--- config.mk ---
export PLATFORM = sky130hd
export DESIGN_NAME = adc_vdd_temp_calibration_flat
export DESIGN_NICKNAME = d
export VERILOG_FILES = /design/src/rtl/avtc_pkg.sv /design/src/rtl/avtc_ifs.sv /design/src/rtl/avtc_div.sv /design/src/rtl/adc_vdd_temp_calibration.sv /design/src/flat_wrapper.sv
export VERILOG_INCLUDE_DIRS = /design/src /design/src/rtl
export SDC_FILE = /design/constraint.sdc
export NUM_CORES = 2
export LEC_CHECK = 0
export ABC_CLOCK_PERIOD_IN_PS = 14200
export BUFFER_PORTS_ARGS = -buffer_cell sky130_fd_sc_hd__buf_2
export CORE_MARGIN = 2
export CORE_UTILIZATION = 25
export CTS_CLUSTER_DIAMETER = 40
export CTS_CLUSTER_SIZE = 16
export DETAILED_ROUTE_END_ITERATION = 12
export SKIP_CTS_REPAIR_TIMING = 1
export SLEW_MARGIN = 15
export SYNTH_ARGS = -nofsm -noshare
export SYNTH_HDL_FRONTEND = slang
export SYNTH_SLANG_ARGS = --single-unit
--- constraint.sdc ---
create_clock -name clk -period 14.2 [get_ports clk]
set_input_delay 3.55 -clock clk [delete_from_list [all_inputs] [get_ports clk]]
set_output_delay 3.55 -clock clk [all_outputs]
set_load 0.005 [all_outputs]
--- src/rtl/adc_vdd_temp_calibration_macros.svh ---
// Assertion helpers shared by the calibration block.
`ifndef ADC_VDD_TEMP_CALIBRATION_MACROS_SVH
`define ADC_VDD_TEMP_CALIBRATION_MACROS_SVH
`ifndef ASSERT_OFF
`define AVTC_ASSERT(lbl, clk, rst, prop, msg) \
  lbl: assert property (@(posedge clk) disable iff (rst) prop) else $error(msg);
`define AVTC_ASSERT_NEXT(lbl, clk, rst, ante, cons, msg) \
  lbl: assert property (@(posedge clk) disable iff (rst) ante |=> cons) else $error(msg);
`else
`define AVTC_ASSERT(lbl, clk, rst, prop, msg)
`define AVTC_ASSERT_NEXT(lbl, clk, rst, ante, cons, msg)
`endif
`endif

--- src/rtl/avtc_pkg.sv ---
package avtc_pkg;

  localparam int MODE_W    = 2;
  localparam int SAMPLE_W  = 12;
  localparam int VALUE_W   = 17;
  localparam int STATUS_W  = 2;
  localparam int REG_W     = 12;
  localparam int REG_IDX_W = 2;
  localparam int SUPPLY_W  = 16;
  localparam int SUM_W     = 16;

  // Shared multiplier operand and product widths.
  localparam int MUL_AW = 24;
  localparam int MUL_BW = 16;
  localparam int MUL_PW = 40;

  // Divider: dividend, divisor and quotient widths, step counter width.
  localparam int DIV_UW = 46;
  localparam int DIV_DW = 29;
  localparam int DIV_QW = 18;
  localparam int DIV_CW = 5;
  localparam int DEN_W  = DIV_DW - 1;
  localparam int DIFF_W = 34;

  typedef logic [MODE_W-1:0]          mode_t;
  typedef logic [SAMPLE_W-1:0]        sample_t;
  typedef logic signed [VALUE_W-1:0]  value_t;
  typedef logic [STATUS_W-1:0]        status_t;
  typedef logic [REG_W-1:0]           reg_t;
  typedef logic [REG_IDX_W-1:0]       reg_idx_t;
  typedef logic [SUPPLY_W-1:0]        supply_t;

  localparam mode_t MODE_REF   = 2'd0;
  localparam mode_t MODE_TEMP  = 2'd1;
  localparam mode_t MODE_BATT  = 2'd2;
  localparam mode_t MODE_SOLAR = 2'd3;

  localparam status_t STAT_OK        = 2'd0;
  localparam status_t STAT_EMPTY     = 2'd1;
  localparam status_t STAT_NO_SUPPLY = 2'd2;
  localparam status_t STAT_SPAN_ZERO = 2'd3;

  localparam reg_idx_t REG_VREF_CAL  = 2'd0;
  localparam reg_idx_t REG_TEMP_LO   = 2'd1;
  localparam reg_idx_t REG_TEMP_HI   = 2'd2;
  localparam reg_idx_t REG_BATT_GAIN = 2'd3;

  localparam reg_t RST_VREF_CAL  = 12'd1670;
  localparam reg_t RST_TEMP_LO   = 12'd680;
  localparam reg_t RST_TEMP_HI   = 12'd900;
  localparam reg_t RST_BATT_GAIN = 12'd512;

  // Calibration supply of 3.0 V in millivolts.
  localparam logic [MUL_BW-1:0] K_CAL_MV = 16'd3000;
  // 30 degrees in sixteenths of a degree.
  localparam logic signed [19:0] T_OFFSET = 20'sd480;

  localparam logic [MUL_PW-1:0] BATT_HALF  = 40'h0000080000;
  localparam logic [MUL_PW-1:0] SOLAR_HALF = 40'h0000000800;
  localparam int BATT_SHIFT  = 20;
  localparam int SOLAR_SHIFT = 12;

  localparam supply_t SUPPLY_MAX = 16'hFFFF;
  localparam value_t  VALUE_MAX  = 17'sh0FFFF;
  localparam value_t  VALUE_MIN  = 17'sh10000;

  typedef struct packed {
    logic                start;
    logic [DIV_UW-1:0]   dividend;
    logic [DIV_DW-1:0]   divisor;
  } div_req_t;

  typedef struct packed {
    logic                done;
    logic                ovf;
    logic [DIV_QW-1:0]   quo;
  } div_res_t;

endpackage

--- src/rtl/avtc_ifs.sv ---
interface avtc_in_if import avtc_pkg::*; ();
  logic    valid;
  logic    ready;
  mode_t   mode;
  sample_t sample;
  logic    burst_end;

  modport source (output valid, output mode, output sample, output burst_end, input ready);
  modport sink   (input valid, input mode, input sample, input burst_end, output ready);
endinterface

interface avtc_out_if import avtc_pkg::*; ();
  logic    valid;
  logic    ready;
  mode_t   kind;
  value_t  value;
  status_t status;

  modport source (output valid, output kind, output value, output status, input ready);
  modport sink   (input valid, input kind, input value, input status, output ready);
endinterface

--- src/rtl/avtc_div.sv ---
`include "adc_vdd_temp_calibration_macros.svh"

module avtc_div import avtc_pkg::*; (
  input  logic     clk,
  input  logic     rst,
  input  div_req_t req,
  output div_res_t res
);

  logic                running;
  logic                done;
  logic                ovf;
  logic [DIV_CW-1:0]   cnt;
  logic [DIV_DW-1:0]   rem;
  logic [DIV_DW-1:0]   dreg;
  logic [DIV_QW-1:0]   qs;
  logic [DIV_DW:0]     trial;
  logic                fits;
  logic [DIV_DW-1:0]   high_part;

  assign high_part = DIV_DW'(req.dividend[DIV_UW-1:DIV_QW]);
  assign trial     = {rem, qs[DIV_QW-1]};
  assign fits      = trial >= {1'b0, dreg};

  always_ff @(posedge clk) begin
    if (rst) begin
      running <= 1'b0;
      done    <= 1'b0;
      ovf     <= 1'b0;
      cnt     <= '0;
    end else begin
      done <= 1'b0;
      if (req.start) begin
        // A quotient that cannot fit the result width is flagged at once.
        if (high_part >= req.divisor) begin
          ovf  <= 1'b1;
          done <= 1'b1;
        end else begin
          ovf     <= 1'b0;
          rem     <= high_part;
          qs      <= req.dividend[DIV_QW-1:0];
          dreg    <= req.divisor;
          cnt     <= DIV_CW'(DIV_QW);
          running <= 1'b1;
        end
      end else if (running) begin
        rem <= fits ? DIV_DW'(trial - {1'b0, dreg}) : trial[DIV_DW-1:0];
        qs  <= {qs[DIV_QW-2:0], fits};
        cnt <= cnt - DIV_CW'(1);
        if (cnt == DIV_CW'(1)) begin
          running <= 1'b0;
          done    <= 1'b1;
        end
      end
    end
  end

  assign res.done = done;
  assign res.ovf  = ovf;
  assign res.quo  = qs;

  `AVTC_ASSERT(a_start_idle, clk, rst, req.start |-> !running, "divide started while busy")
  `AVTC_ASSERT_NEXT(a_done_pulse, clk, rst, done, !done, "divide done held longer than a cycle")
  `AVTC_ASSERT(a_rem_bound, clk, rst, running |-> rem < dreg, "partial remainder out of range")

endmodule

--- src/rtl/adc_vdd_temp_calibration.sv ---
// A non-final burst item is taken without leaving the idle state; early results (held
// supply, errors) go from the idle state through the emit state to the output register.
// Battery and solar items use the shared multiplier; reference and temperature bursts use
// it in up to five steps and then the 18-step restoring divider. Input is not taken again
// until the item is finished. Synchronous reset restores register defaults and clears
// the measured supply, the open burst and the output valid flag.
`include "adc_vdd_temp_calibration_macros.svh"

module adc_vdd_temp_calibration import avtc_pkg::*; #(
  parameter int MAX_BURST = 16
) (
  input  logic     clk,
  input  logic     rst,
  input  logic     cfg_we,
  input  reg_idx_t cfg_index,
  input  reg_t     cfg_data,
  avtc_in_if.sink    in_ch,
  avtc_out_if.source out_ch
);

  localparam int CNT_W = $clog2(MAX_BURST);
  localparam logic [CNT_W-1:0] CNT_LIMIT = CNT_W'(MAX_BURST - 1);

  typedef enum logic [2:0] {
    ST_IDLE, ST_MUL, ST_COMB, ST_PREP, ST_DIVGO, ST_DIV, ST_EMIT
  } state_t;

  reg_t vref_cal, temp_lo, temp_hi, batt_gain;

  always_ff @(posedge clk) begin
    if (rst) begin
      vref_cal  <= RST_VREF_CAL;
      temp_lo   <= RST_TEMP_LO;
      temp_hi   <= RST_TEMP_HI;
      batt_gain <= RST_BATT_GAIN;
    end else if (cfg_we) begin
      unique case (cfg_index)
        REG_VREF_CAL:  vref_cal  <= cfg_data;
        REG_TEMP_LO:   temp_lo   <= cfg_data;
        REG_TEMP_HI:   temp_hi   <= cfg_data;
        REG_BATT_GAIN: batt_gain <= cfg_data;
      endcase
    end
  end

  state_t                     state;
  mode_t                      md;
  logic [2:0]                 mstep;
  logic [2:0]                 mstep_last;
  supply_t                    supply_mv;
  logic [SUM_W-1:0]           burst_sum;
  logic [CNT_W-1:0]           kept_count;
  logic                       first_seen;
  logic                       burst_kind;
  sample_t                    wsample;
  logic [SUM_W-1:0]           wsum;
  logic [CNT_W-1:0]           wcnt;
  logic                       sneg;
  reg_t                       smag;
  logic [MUL_PW-1:0]          prod;
  logic [31:0]                acc_a;
  logic [DEN_W-1:0]           acc_b;
  logic signed [DIV_UW-1:0]   num_reg;
  logic [DEN_W-1:0]           den_reg;
  logic                       neg_reg;
  logic [DIV_UW-1:0]          u_reg;
  logic [DIV_DW-1:0]          d_reg;
  mode_t                      res_kind;
  value_t                     res_value;
  status_t                    res_status;
  logic                       out_valid;
  mode_t                      out_kind;
  value_t                     out_value;
  status_t                    out_status;

  div_req_t div_req;
  div_res_t div_res;

  // Burst bookkeeping for the item on the input.
  logic              in_xfer;
  logic              new_burst;
  logic [SUM_W-1:0]  sum_next;
  logic [CNT_W-1:0]  cnt_next;
  logic signed [REG_W:0] span;
  logic              span_neg;
  reg_t              span_mag;

  assign in_ch.ready = (state == ST_IDLE);
  assign in_xfer     = in_ch.valid && in_ch.ready;
  assign new_burst   = !first_seen || (burst_kind != in_ch.mode[0]);
  assign span        = $signed({1'b0, temp_hi}) - $signed({1'b0, temp_lo});
  assign span_neg    = span[REG_W];
  assign span_mag    = span_neg ? REG_W'(-span) : span[REG_W-1:0];

  always_comb begin
    if (new_burst) begin
      sum_next = '0;
      cnt_next = '0;
    end else if (kept_count < CNT_LIMIT) begin
      sum_next = burst_sum + SUM_W'(in_ch.sample);
      cnt_next = kept_count + CNT_W'(1);
    end else begin
      sum_next = burst_sum;
      cnt_next = kept_count;
    end
  end

  // Shared multiplier operand selection.
  logic [MUL_AW-1:0] mul_a;
  logic [MUL_BW-1:0] mul_b;
  logic [MUL_PW-1:0] mul_p;

  always_comb begin
    mul_a      = '0;
    mul_b      = '0;
    mstep_last = 3'd0;
    case (md)
      MODE_BATT: begin
        mstep_last = 3'd1;
        if (mstep == 3'd0) begin
          mul_a = MUL_AW'(wsample);
          mul_b = MUL_BW'(batt_gain);
        end else begin
          mul_a = prod[MUL_AW-1:0];
          mul_b = supply_mv;
        end
      end
      MODE_SOLAR: begin
        mul_a = MUL_AW'(wsample);
        mul_b = supply_mv;
      end
      MODE_REF: begin
        mstep_last = 3'd1;
        if (mstep == 3'd0) begin
          mul_a = MUL_AW'(vref_cal);
          mul_b = MUL_BW'(wcnt);
        end else begin
          mul_a = prod[MUL_AW-1:0];
          mul_b = K_CAL_MV;
        end
      end
      default: begin
        mstep_last = 3'd4;
        case (mstep)
          3'd0: begin
            mul_a = MUL_AW'(wsum);
            mul_b = supply_mv;
          end
          3'd1: begin
            mul_a = MUL_AW'(temp_lo);
            mul_b = MUL_BW'(wcnt);
          end
          3'd3: begin
            mul_a = MUL_AW'(smag);
            mul_b = MUL_BW'(wcnt);
          end
          default: begin
            mul_a = prod[MUL_AW-1:0];
            mul_b = K_CAL_MV;
          end
        endcase
      end
    endcase
  end

  assign mul_p = MUL_PW'(mul_a) * MUL_PW'(mul_b);

  // Battery and solar scaling with rounding.
  logic [MUL_PW-1:0] lin_mv;
  supply_t           lin_sat;

  assign lin_mv  = (md == MODE_BATT) ? ((prod + BATT_HALF) >> BATT_SHIFT)
                                     : ((prod + SOLAR_HALF) >> SOLAR_SHIFT);
  assign lin_sat = (lin_mv > MUL_PW'(SUPPLY_MAX)) ? SUPPLY_MAX : lin_mv[SUPPLY_W-1:0];

  // Temperature numerator: 1280 * (supply*sum - 3000*count*cal_low), sign of span folded in.
  logic signed [DIFF_W-1:0]  a_ext, b_ext, diff;
  logic signed [DIV_UW-1:0]  diff_ext, num_temp, big_n;

  assign a_ext    = $signed(DIFF_W'(acc_a));
  assign b_ext    = $signed(DIFF_W'(acc_b));
  assign diff     = sneg ? (b_ext - a_ext) : (a_ext - b_ext);
  assign diff_ext = DIV_UW'(diff);
  assign num_temp = (diff_ext <<< 10) + (diff_ext <<< 8);
  assign big_n    = (num_reg <<< 1) + $signed(DIV_UW'(den_reg));

  // Final scaling of the quotient.
  supply_t                ref_mv;
  logic signed [19:0]     t_sum;
  logic signed [18:0]     floor_q;
  value_t                 t_sat;

  assign ref_mv  = (div_res.ovf || (div_res.quo > DIV_QW'(SUPPLY_MAX))) ? SUPPLY_MAX
                                                                   : div_res.quo[SUPPLY_W-1:0];
  assign floor_q = neg_reg ? $signed({1'b1, ~div_res.quo}) : $signed({1'b0, div_res.quo});
  assign t_sum   = T_OFFSET + 20'(floor_q);

  always_comb begin
    if (div_res.ovf) begin
      t_sat = neg_reg ? VALUE_MIN : VALUE_MAX;
    end else if (t_sum > 20'(VALUE_MAX)) begin
      t_sat = VALUE_MAX;
    end else if (t_sum < 20'(VALUE_MIN)) begin
      t_sat = VALUE_MIN;
    end else begin
      t_sat = t_sum[VALUE_W-1:0];
    end
  end

  assign div_req.start    = (state == ST_DIVGO);
  assign div_req.dividend = u_reg;
  assign div_req.divisor  = d_reg;

  avtc_div u_div (
    .clk (clk),
    .rst (rst),
    .req (div_req),
    .res (div_res)
  );

  always_ff @(posedge clk) begin
    if (rst) begin
      state      <= ST_IDLE;
      supply_mv  <= '0;
      burst_sum  <= '0;
      kept_count <= '0;
      first_seen <= 1'b0;
      burst_kind <= 1'b0;
      out_valid  <= 1'b0;
    end else begin
      if (out_valid && out_ch.ready) begin
        out_valid <= 1'b0;
      end
      unique case (state)
        ST_IDLE: begin
          if (in_xfer) begin
            md      <= in_ch.mode;
            wsample <= in_ch.sample;
            mstep   <= 3'd0;
            sneg    <= span_neg;
            smag    <= span_mag;
            res_kind   <= in_ch.mode;
            res_value  <= '0;
            res_status <= STAT_OK;
            if (in_ch.mode == MODE_BATT || in_ch.mode == MODE_SOLAR) begin
              if (supply_mv == '0) begin
                res_status <= STAT_NO_SUPPLY;
                state      <= ST_EMIT;
              end else begin
                state <= ST_MUL;
              end
            end else begin
              first_seen <= 1'b1;
              burst_kind <= in_ch.mode[0];
              burst_sum  <= sum_next;
              kept_count <= cnt_next;
              if (in_ch.burst_end) begin
                first_seen <= 1'b0;
                burst_sum  <= '0;
                kept_count <= '0;
                wsum       <= sum_next;
                wcnt       <= cnt_next;
                if (in_ch.mode == MODE_REF) begin
                  if (supply_mv != '0) begin
                    res_value <= value_t'({1'b0, supply_mv});
                    state     <= ST_EMIT;
                  end else if (cnt_next == '0) begin
                    res_status <= STAT_EMPTY;
                    state      <= ST_EMIT;
                  end else if (sum_next == '0) begin
                    // A reference reading of all zeros pins the supply at full scale.
                    supply_mv <= SUPPLY_MAX;
                    res_value <= VALUE_MAX;
                    state     <= ST_EMIT;
                  end else begin
                    state <= ST_MUL;
                  end
                end else begin
                  if (cnt_next == '0) begin
                    res_status <= STAT_EMPTY;
                    state      <= ST_EMIT;
                  end else if (supply_mv == '0) begin
                    res_status <= STAT_NO_SUPPLY;
                    state      <= ST_EMIT;
                  end else if (span == '0) begin
                    res_status <= STAT_SPAN_ZERO;
                    state      <= ST_EMIT;
                  end else begin
                    state <= ST_MUL;
                  end
                end
              end
            end
          end
        end
        ST_MUL: begin
          prod  <= mul_p;
          mstep <= mstep + 3'd1;
          if (md == MODE_TEMP && mstep == 3'd1) begin
            acc_a <= prod[31:0];
          end
          if (md == MODE_TEMP && mstep == 3'd3) begin
            acc_b <= prod[DEN_W-1:0];
          end
          if (mstep == mstep_last) begin
            state <= ST_COMB;
          end
        end
        ST_COMB: begin
          if (md == MODE_BATT || md == MODE_SOLAR) begin
            res_value <= value_t'({1'b0, lin_sat});
            state     <= ST_EMIT;
          end else if (md == MODE_REF) begin
            num_reg <= $signed(DIV_UW'(prod[DEN_W-1:0]));
            den_reg <= DEN_W'(wsum);
            state   <= ST_PREP;
          end else begin
            num_reg <= num_temp;
            den_reg <= prod[DEN_W-1:0];
            state   <= ST_PREP;
          end
        end
        ST_PREP: begin
          // Floor division of a negative value works on its one's complement.
          neg_reg <= big_n[DIV_UW-1];
          u_reg   <= big_n[DIV_UW-1] ? ~big_n : big_n;
          d_reg   <= {den_reg, 1'b0};
          state   <= ST_DIVGO;
        end
        ST_DIVGO: begin
          state <= ST_DIV;
        end
        ST_DIV: begin
          if (div_res.done) begin
            if (md == MODE_REF) begin
              supply_mv <= ref_mv;
              res_value <= value_t'({1'b0, ref_mv});
            end else begin
              res_value <= t_sat;
            end
            state <= ST_EMIT;
          end
        end
        ST_EMIT: begin
          if (!out_valid || out_ch.ready) begin
            out_valid  <= 1'b1;
            out_kind   <= res_kind;
            out_value  <= res_value;
            out_status <= res_status;
            state      <= ST_IDLE;
          end
        end
        default: state <= ST_IDLE;
      endcase
    end
  end

  assign out_ch.valid  = out_valid;
  assign out_ch.kind   = out_kind;
  assign out_ch.value  = out_value;
  assign out_ch.status = out_status;

  `AVTC_ASSERT_NEXT(a_supply_hold, clk, rst, supply_mv != '0, supply_mv == $past(supply_mv), "measured supply changed")
  `AVTC_ASSERT(a_cnt_limit, clk, rst, kept_count <= CNT_LIMIT, "kept sample count beyond burst limit")
  `AVTC_ASSERT(a_err_value, clk, rst, out_valid && out_status != STAT_OK |-> out_value == '0, "error result with nonzero value")
  `AVTC_ASSERT(a_done_in_div, clk, rst, div_res.done |-> state == ST_DIV, "divide finished outside its wait state")

endmodule

--- src/flat_wrapper.sv ---
// flat-port wrapper written by rule: the top's interface ports become plain ports
module adc_vdd_temp_calibration_flat import avtc_pkg::*;
#(
  parameter int MAX_BURST = 16
)
  (clk, rst, cfg_we, cfg_index, cfg_data, in_ch_valid, in_ch_mode, in_ch_sample, in_ch_burst_end, in_ch_ready, out_ch_valid, out_ch_kind, out_ch_value, out_ch_status, out_ch_ready);
  avtc_in_if in_ch_i ();
  avtc_out_if out_ch_i ();
  input  logic clk;
  input  logic rst;
  input  logic cfg_we;
  input  reg_idx_t cfg_index;
  input  reg_t cfg_data;
  input wire logic [$bits(in_ch_i.valid)-1:0] in_ch_valid;
  input wire logic [$bits(in_ch_i.mode)-1:0] in_ch_mode;
  input wire logic [$bits(in_ch_i.sample)-1:0] in_ch_sample;
  input wire logic [$bits(in_ch_i.burst_end)-1:0] in_ch_burst_end;
  output wire logic [$bits(in_ch_i.ready)-1:0] in_ch_ready;
  output wire logic [$bits(out_ch_i.valid)-1:0] out_ch_valid;
  output wire logic [$bits(out_ch_i.kind)-1:0] out_ch_kind;
  output wire logic [$bits(out_ch_i.value)-1:0] out_ch_value;
  output wire logic [$bits(out_ch_i.status)-1:0] out_ch_status;
  input wire logic [$bits(out_ch_i.ready)-1:0] out_ch_ready;
  assign in_ch_i.valid = in_ch_valid;
  assign in_ch_i.mode = in_ch_mode;
  assign in_ch_i.sample = in_ch_sample;
  assign in_ch_i.burst_end = in_ch_burst_end;
  assign in_ch_ready = in_ch_i.ready;
  assign out_ch_valid = out_ch_i.valid;
  assign out_ch_kind = out_ch_i.kind;
  assign out_ch_value = out_ch_i.value;
  assign out_ch_status = out_ch_i.status;
  assign out_ch_i.ready = out_ch_ready;
  adc_vdd_temp_calibration #(.MAX_BURST(MAX_BURST)) u_core (.clk(clk), .rst(rst), .cfg_we(cfg_we), .cfg_index(cfg_index), .cfg_data(cfg_data), .in_ch(in_ch_i), .out_ch(out_ch_i));
endmodule
==> Word-level counts from Yosys, hierarchy flattened <==
Index checks and enable logic that the tools add are counted.
{ "word_totals": {"latch_bits": 0, "input_bits": 34, "ram_bits": 0, "wordCells": 247, "output_inout_bits": 23, "regBits": 511, "rom_bits": 0, "n_memories": 0} }
{ "op_classes": {"n_reduce_logical": 47, "n_mux": 98, "eq_ne": 33, "add_sub_neg": 14, "order_cmp": 7, "bitwise": 6, "multipliers": 1, "shift": 0, "div_mod_pow": 0} }
{ "ops": {"columns": ["op", "n"], "rows": [
  ["$mux W16", 17],
  ["$mux W17", 13],
  ["$pmux W24 S3", 2],
  ["$mux W29", 4],
  ["$pmux W16 S2", 2],
  ["$mux W28", 2],
  ["$mux W18", 3],
  ["$pmux W17 S3", 1],
  ["$mux W24", 2],
  ["$mux W3", 16],
  ["$pmux W16 S3", 1],
  ["$add A46 B29 Y46", 1],
  ["$not A46 Y46", 1],
  ["$add A44 B42 Y45", 1],
  ["$mux W45", 1],
  ["$add A40 B12 Y40 const B", 1],
  ["$add A40 B20 Y40 const B", 1],
  ["$gt A40 B16 Y1 const B", 1],
  ["$mul A24 B16 Y40", 1],
  ["$mux W34", 1],
  ["$sub A28 B32 Y33", 1],
  ["$sub A32 B28 Y33", 1],
  ["$logic_not A16 Y1", 2],
  ["$ge A30 B29 Y1", 1],
  ["other kinds (49)", 129]
]} }

==> Depth between registers and ports, before layout <==
{ "depth": {"word_depth": 12, "mapped_depth": 35, "mapped_depth_nobuf": 32} }

==> By module <==
From an unflattened synthesis, not the netlist that was laid out.
{ "unflattened": {"cells_unflattened": 4812, "area_unflattened_um2": 44385.1} }
{ "modules_own_cells": {"columns": ["mod", "seq_area_each_um2", "n_inst", "cells_per_inst", "area_per_inst_um2"], "rows": [
  ["adc_vdd_temp_calibration", 11921.4, 1, 4192, 38311.7],
  ["avtc_div", 2442.3, 1, 620, 6073.3]
]} }

==> Worst setup path after synthesis <==
No wires, ideal clock.
{ "synth_path": {"kind": "input to register", "start": "input rst", "end": "register u_core.den_reg[0], enable pin", "t_arrival_ns": 10.606, "path_slack_ns": 2.914, "setup_ns": 0.680, "n_path_buf": 1, "path_stages": 2, "required_time_ns": 13.520, "cell_sequence": "clkbuf_1 > nor4_1"} }
{ "synth_between": {"elab_chain_cells": 2} }
{ "synth_rtl": {"columns": ["element", "line_no", "text"], "rows": [
  ["from (decl)", "flat_wrapper.sv:10", "input logic rst;"],
  ["$not A1 Y1 (no source line)", null, null],
  ["$reduce_and A3 Y1 (no source line)", null, null],
  ["to (signal assigned)", "adc_vdd_temp_calibration.sv:315", "den_reg <= DEN_W'(wsum);"],
  ["to (signal assigned)", "adc_vdd_temp_calibration.sv:319", "den_reg <= prod[DEN_W-1:0];"],
  ["to (decl)", "adc_vdd_temp_calibration.sv:64", "logic [DEN_W-1:0] den_reg;"]
]} }
No other way between the ends.
A chain may end at the register's enable or synchronous reset.

==> Final worst setup path <==
{ "layout_path": {"start": "register u_core.mstep[0]", "end": "register u_core.prod[38], data pin"} }
{ "layout_between": {"elab_chain_cells": 5, "word_cells_on_any_way": 13, "cone_classes": "mul (1); eq/ne (2); mux (8); reduce/logical (2)"} }
{ "layout_rtl": {"columns": ["element", "line_no", "text"], "rows": [
  ["from (decl)", "adc_vdd_temp_calibration.sv:48", "logic [2:0] mstep;"],
  ["from (signal assigned)", "adc_vdd_temp_calibration.sv:298", "mstep <= mstep + 3'd1;"],
  ["$eq A3 B2 Y1 or $eq A3 B1 Y1 (tied branches)", "adc_vdd_temp_calibration.sv:144", "case (mstep)"],
  ["$reduce_or A2 Y1 (no source line)", null, null],
  ["$pmux W16 S2", "adc_vdd_temp_calibration.sv:144", null],
  ["$pmux W16 S3", "adc_vdd_temp_calibration.sv:117", "case (md)"],
  ["$mul A24 B16 Y40 *", "adc_vdd_temp_calibration.sv:166", "assign mul_p = MUL_PW'(mul_a) * MUL_PW'(mul_b);"],
  ["net u_core.mul_p[38]", "adc_vdd_temp_calibration.sv:111", "logic [MUL_PW-1:0] mul_p;"],
  ["to (signal assigned)", "adc_vdd_temp_calibration.sv:297", "prod <= mul_p;"],
  ["to (decl)", "adc_vdd_temp_calibration.sv:60", "logic [MUL_PW-1:0] prod;"]
]} }
Mark *: on every way through the listed nets, which the timed path passes. The rest lies on a longest branch.

==> metrics.log <==
[metrics] worst reg2reg setup slack: between 3 and 4 ns
[metrics] portion of the clock cycle consumed by the worst path in the final layout: 0.734
[metrics] class of the tightest hold or removal check: flip-flop to flip-flop
[metrics] category of cells accounting for the largest share of critical-path delay: adder cells
[metrics] netlist area before placement: roughly 0.044 sq mm
[metrics] average routed wire per standard cell: around 19 microns
[metrics] number of endpoints failing setup at the final stage: 0
[metrics] clock buffer depth: 3
[metrics] Cells after Synth: between 4,000 and 5,000
[metrics] Critical Path Max Stage Delay: approximately 0.84 ns
[metrics] number of flip-flops under the largest register name: 46
[metrics] Detailed Route Iter0 Violations: around 3,300
[metrics] drc violations: 0
[metrics] Die H: roughly 420 microns
[metrics] number of clock sinks: 510
[metrics] setup repair after global routing missed its margin: false
[metrics] flop and latch count out of synthesis: 510
[metrics] warning count from the yosys run: 0
[metrics] via count of the first global-routing pass: 34,655
[metrics] critical register-to-register path startpoint: u_core.mstep[0]
[metrics] share of async-settable or async-resettable flops after synthesis: 0
[metrics] number of nets produced by synthesis: approximately 5,400
[metrics] P per Cell Area: about 270 mW/mm^2
[metrics] first-pass iteration count of the detailed router: 7
[metrics] deepest level of the CTS H-tree: 3
[metrics] total power consumption of the routed design: between 10,000 and 15,000 uW
[metrics] crit path buf inv count: 6
[metrics] Hold Violations, Final: 0
[metrics] worst rel slew slack: 0.191
[metrics] area of the core: between 0.15 and 0.2 sq mm
[metrics] via density per instance: ~5
[metrics] count of different cell masters after synthesis: between 100 and 150
[metrics] WHS Path Cells: 0
[metrics] global-route wire length before repair: between 200 and 250 mm
[metrics] final-stage net count: between 5,000 and 6,000
[metrics] antenna violations before repair: 5
[metrics] number of top-level pins: 57
[metrics] synthesized area per cell: about 9.2 sq um
[metrics] core utilization of the finished layout: 0.285
[metrics] Worst Tran Pin Value: 1.21 ns
[metrics] destination of the worst hold path: u_core.out_ch.value[2]
[metrics] total of buffers placed on input and output ports: 56
[metrics] depth of the most critical reg-to-reg path: 30
[metrics] fraction of final layout cells with drive strength greater than 1: 0.0723
[metrics] effective utilization at floorplan: 0.252
[metrics] worst voltage drop across the vdd grid: 0.559 mV
[metrics] worst hold slack across all endpoints: 0.418 ns
[metrics] type of element capturing the critical path: flip-flop
[metrics] clock tree from TritonCTS: built
[metrics] CP max FO: 17
[metrics] floorplan die area: between 0.15 and 0.2 sq mm
[metrics] Worst Setup Start Kind: flip-flop
[metrics] width of the die: roughly 420 microns
[metrics] Max Transition Viols Final: 0
[metrics] Worst Clk Skew: 0.0332 ns
[metrics] wirelength, routed: ~130 mm
[metrics] Crit path required time: 14.61 ns
[metrics] global routing usage summed across all routing layers: 0.147
[metrics] critical path class: flip-flop to flip-flop
[metrics] HP Start: u_core.res_value[2]
[metrics] count of max-cap constraint violations: 0
[metrics] setup TNS: 0 ns
[metrics] Root Buffer Master: clkbuf_16
[metrics] clock buffer count from CTS: 87
[metrics] Max Fclk: approximately 96 MHz
[metrics] worst endpoint data arrival time: between 10 and 15 ns
[metrics] Final min period: roughly 10 ns
[metrics] maximum number of pins on one net before global-route repair: 76
[metrics] Worst path slowest cell: nor3_1
[metrics] endpoint of the worst-slack reg-to-reg timing path: u_core.prod[38]
[metrics] ys flop type: edfxtp_1
[metrics] clk_lat worst skew: 0.66 ns
[metrics] global placer's final weighted congestion: around 0.92
[metrics] area delta synth->final: 13.1%
[metrics] sequential element share of the synthesized area: 0.327
[metrics] crit-path most repeated cell: fa_1
[metrics] Post-DP HPWL: 103 mm
[metrics] clock input transition at the sequential cells of the worst setup and hold paths: ~0.05 ns
[metrics] result of the run: finished, final reports clean
[metrics] number of enable flip-flop cells after synthesis: 412
[metrics] global-route congestion overflow total: 0
[metrics] number of rows created at floorplan: between 150 and 200
[metrics] number of antenna-violating nets in the routed design: 0
[metrics] routed vias: roughly 35,000
[metrics] static power due to leakage: 0.0207 uW
[cell usage after synthesis, types with 20 or more instances]
cell | n | area share
or3_1 | 25 | 0.0036
a211oi_1 | 39 | 0.0067
nand4_1 | 40 | 0.0057
edfxtp_1 | 412 | 0.28
o221ai_1 | 21 | 0.0042
a21oi_1 | 310 | 0.035
a22oi_1 | 24 | 0.0041
o21bai_1 | 23 | 0.0039
dfxtp_1 | 98 | 0.045
nor4_1 | 31 | 0.0044
o21a_1 | 36 | 0.0062
clkbuf_1 | 182 | 0.016
mux2i_1 | 26 | 0.0059
nor2_1 | 401 | 0.034
a31oi_1 | 35 | 0.0050
nand3_1 | 94 | 0.011
and3_1 | 35 | 0.0050
o211ai_1 | 28 | 0.0048
and2_1 | 66 | 0.0094
fa_1 | 313 | 0.14
a221oi_1 | 20 | 0.0040
xor2_1 | 96 | 0.019
ha_1 | 318 | 0.091
xnor2_1 | 162 | 0.032
nand2_1 | 678 | 0.058
nor2b_1 | 36 | 0.0051
a21o_1 | 80 | 0.014
nand2b_1 | 36 | 0.0051
o21ai_0 | 176 | 0.020
nor3_1 | 60 | 0.0069
o221a_2 | 25 | 0.0064
inv_1 | 562 | 0.048
[through the flow]
stage	setup WS, ns	std cells	instance area [sq um]
after detailed placement	3.93	6991	46500
after floorplan	2.91	4765	43800
after global routing	3.24	7152	49500
after CTS	3.92	7152	49500
final	3.78	7155	49500
after global placement	3.96	6991	46500
[cell usage in the layout, fill, tap and decap left out, types with 24 or more instances in the layout]
| cell | n |
|---|---|
| nand2_1 | 677 |
| inv_1 | 562 |
| edfxtp_1 | 412 |
| nor2_1 | 396 |
| ha_1 | 318 |
| fa_1 | 313 |
| a21oi_1 | 304 |
| o21ai_0 | 174 |
| xnor2_1 | 162 |
| dfxtp_1 | 98 |
| xor2_1 | 96 |
| nand3_1 | 94 |
| clkbuf_16 | 90 |
| a21o_1 | 80 |
| and2_1 | 67 |
| nor3_1 | 56 |
| buf_2 | 56 |
| buf_4 | 55 |
| nand4_1 | 40 |
| a211oi_1 | 39 |
| nand2b_1 | 36 |
| o21a_1 | 36 |
| nor2b_1 | 35 |
| a31oi_1 | 35 |
| and3_1 | 34 |
| nor4_1 | 29 |
| o211ai_1 | 28 |
| mux2i_1 | 26 |
| o221a_2 | 25 |
| or3_1 | 25 |
| a22oi_1 | 24 |
[area by class of cell]
class                   count  area (sq um)
fillers                 18176        125000
clock buffers             103          2320
repair buffers            111           693
clock inverters            58           627
flip-flops and latches    510         14300
well taps                2325          2910
diodes                      3          7.51
inverters                 567          2130
multi-input cells        3478         26500
[cell families (layout without fill, tap and decap cells)]
kind of cell,Yosys count,in the layout,synth area share
muxes,32,32,0.00749
xor gates and xnor gates,259,259,0.0521
adders and majority gates,631,631,0.234
AOI/OAI and AO/OA,977,977,0.147
buffers and inverters,777,839,0.0699
and+or+nand+nor,1578,1578,0.162
DFF,510,510,0.327
other,1,4,0.0000857
[power by group]
group / switching (uW) / internal (uW) / total [uW]
logic: 5480 / 3380 / 8870
registers: 262 / 2240 / 2500
clock network: 797 / 1300 / 2100
total: 6540 / 6930 / 13500
[worst max path at each step]
stage / from / to / slack (ns) / depth (start not counted)
2_1_floorplan: rst / u_core.den_reg[0] / 2.91 / 2
3_3_place_gp: u_core.mstep[0] / u_core.prod[38] / 3.96 / 30
3_5_place_dp: u_core.mstep[0] / u_core.prod[38] / 3.93 / 30
4_1_cts: u_core.mstep[0] / u_core.prod[38] / 3.92 / 30
5_1_grt: u_core.mstep[0] / u_core.prod[38] / 3.24 / 30
6_report: u_core.mstep[0] / u_core.prod[38] / 3.78 / 30
[layer usage]
metal,vias up,GRT usage,wire [microns]
li1,16341,-,-
met5,-,0,0
met3,267,0.0226,9410
met2,1266,0.239,62200
met1,17390,0.195,57400
met4,0,0.0555,5260
Note: power is estimated with default switching activity, not from simulation.
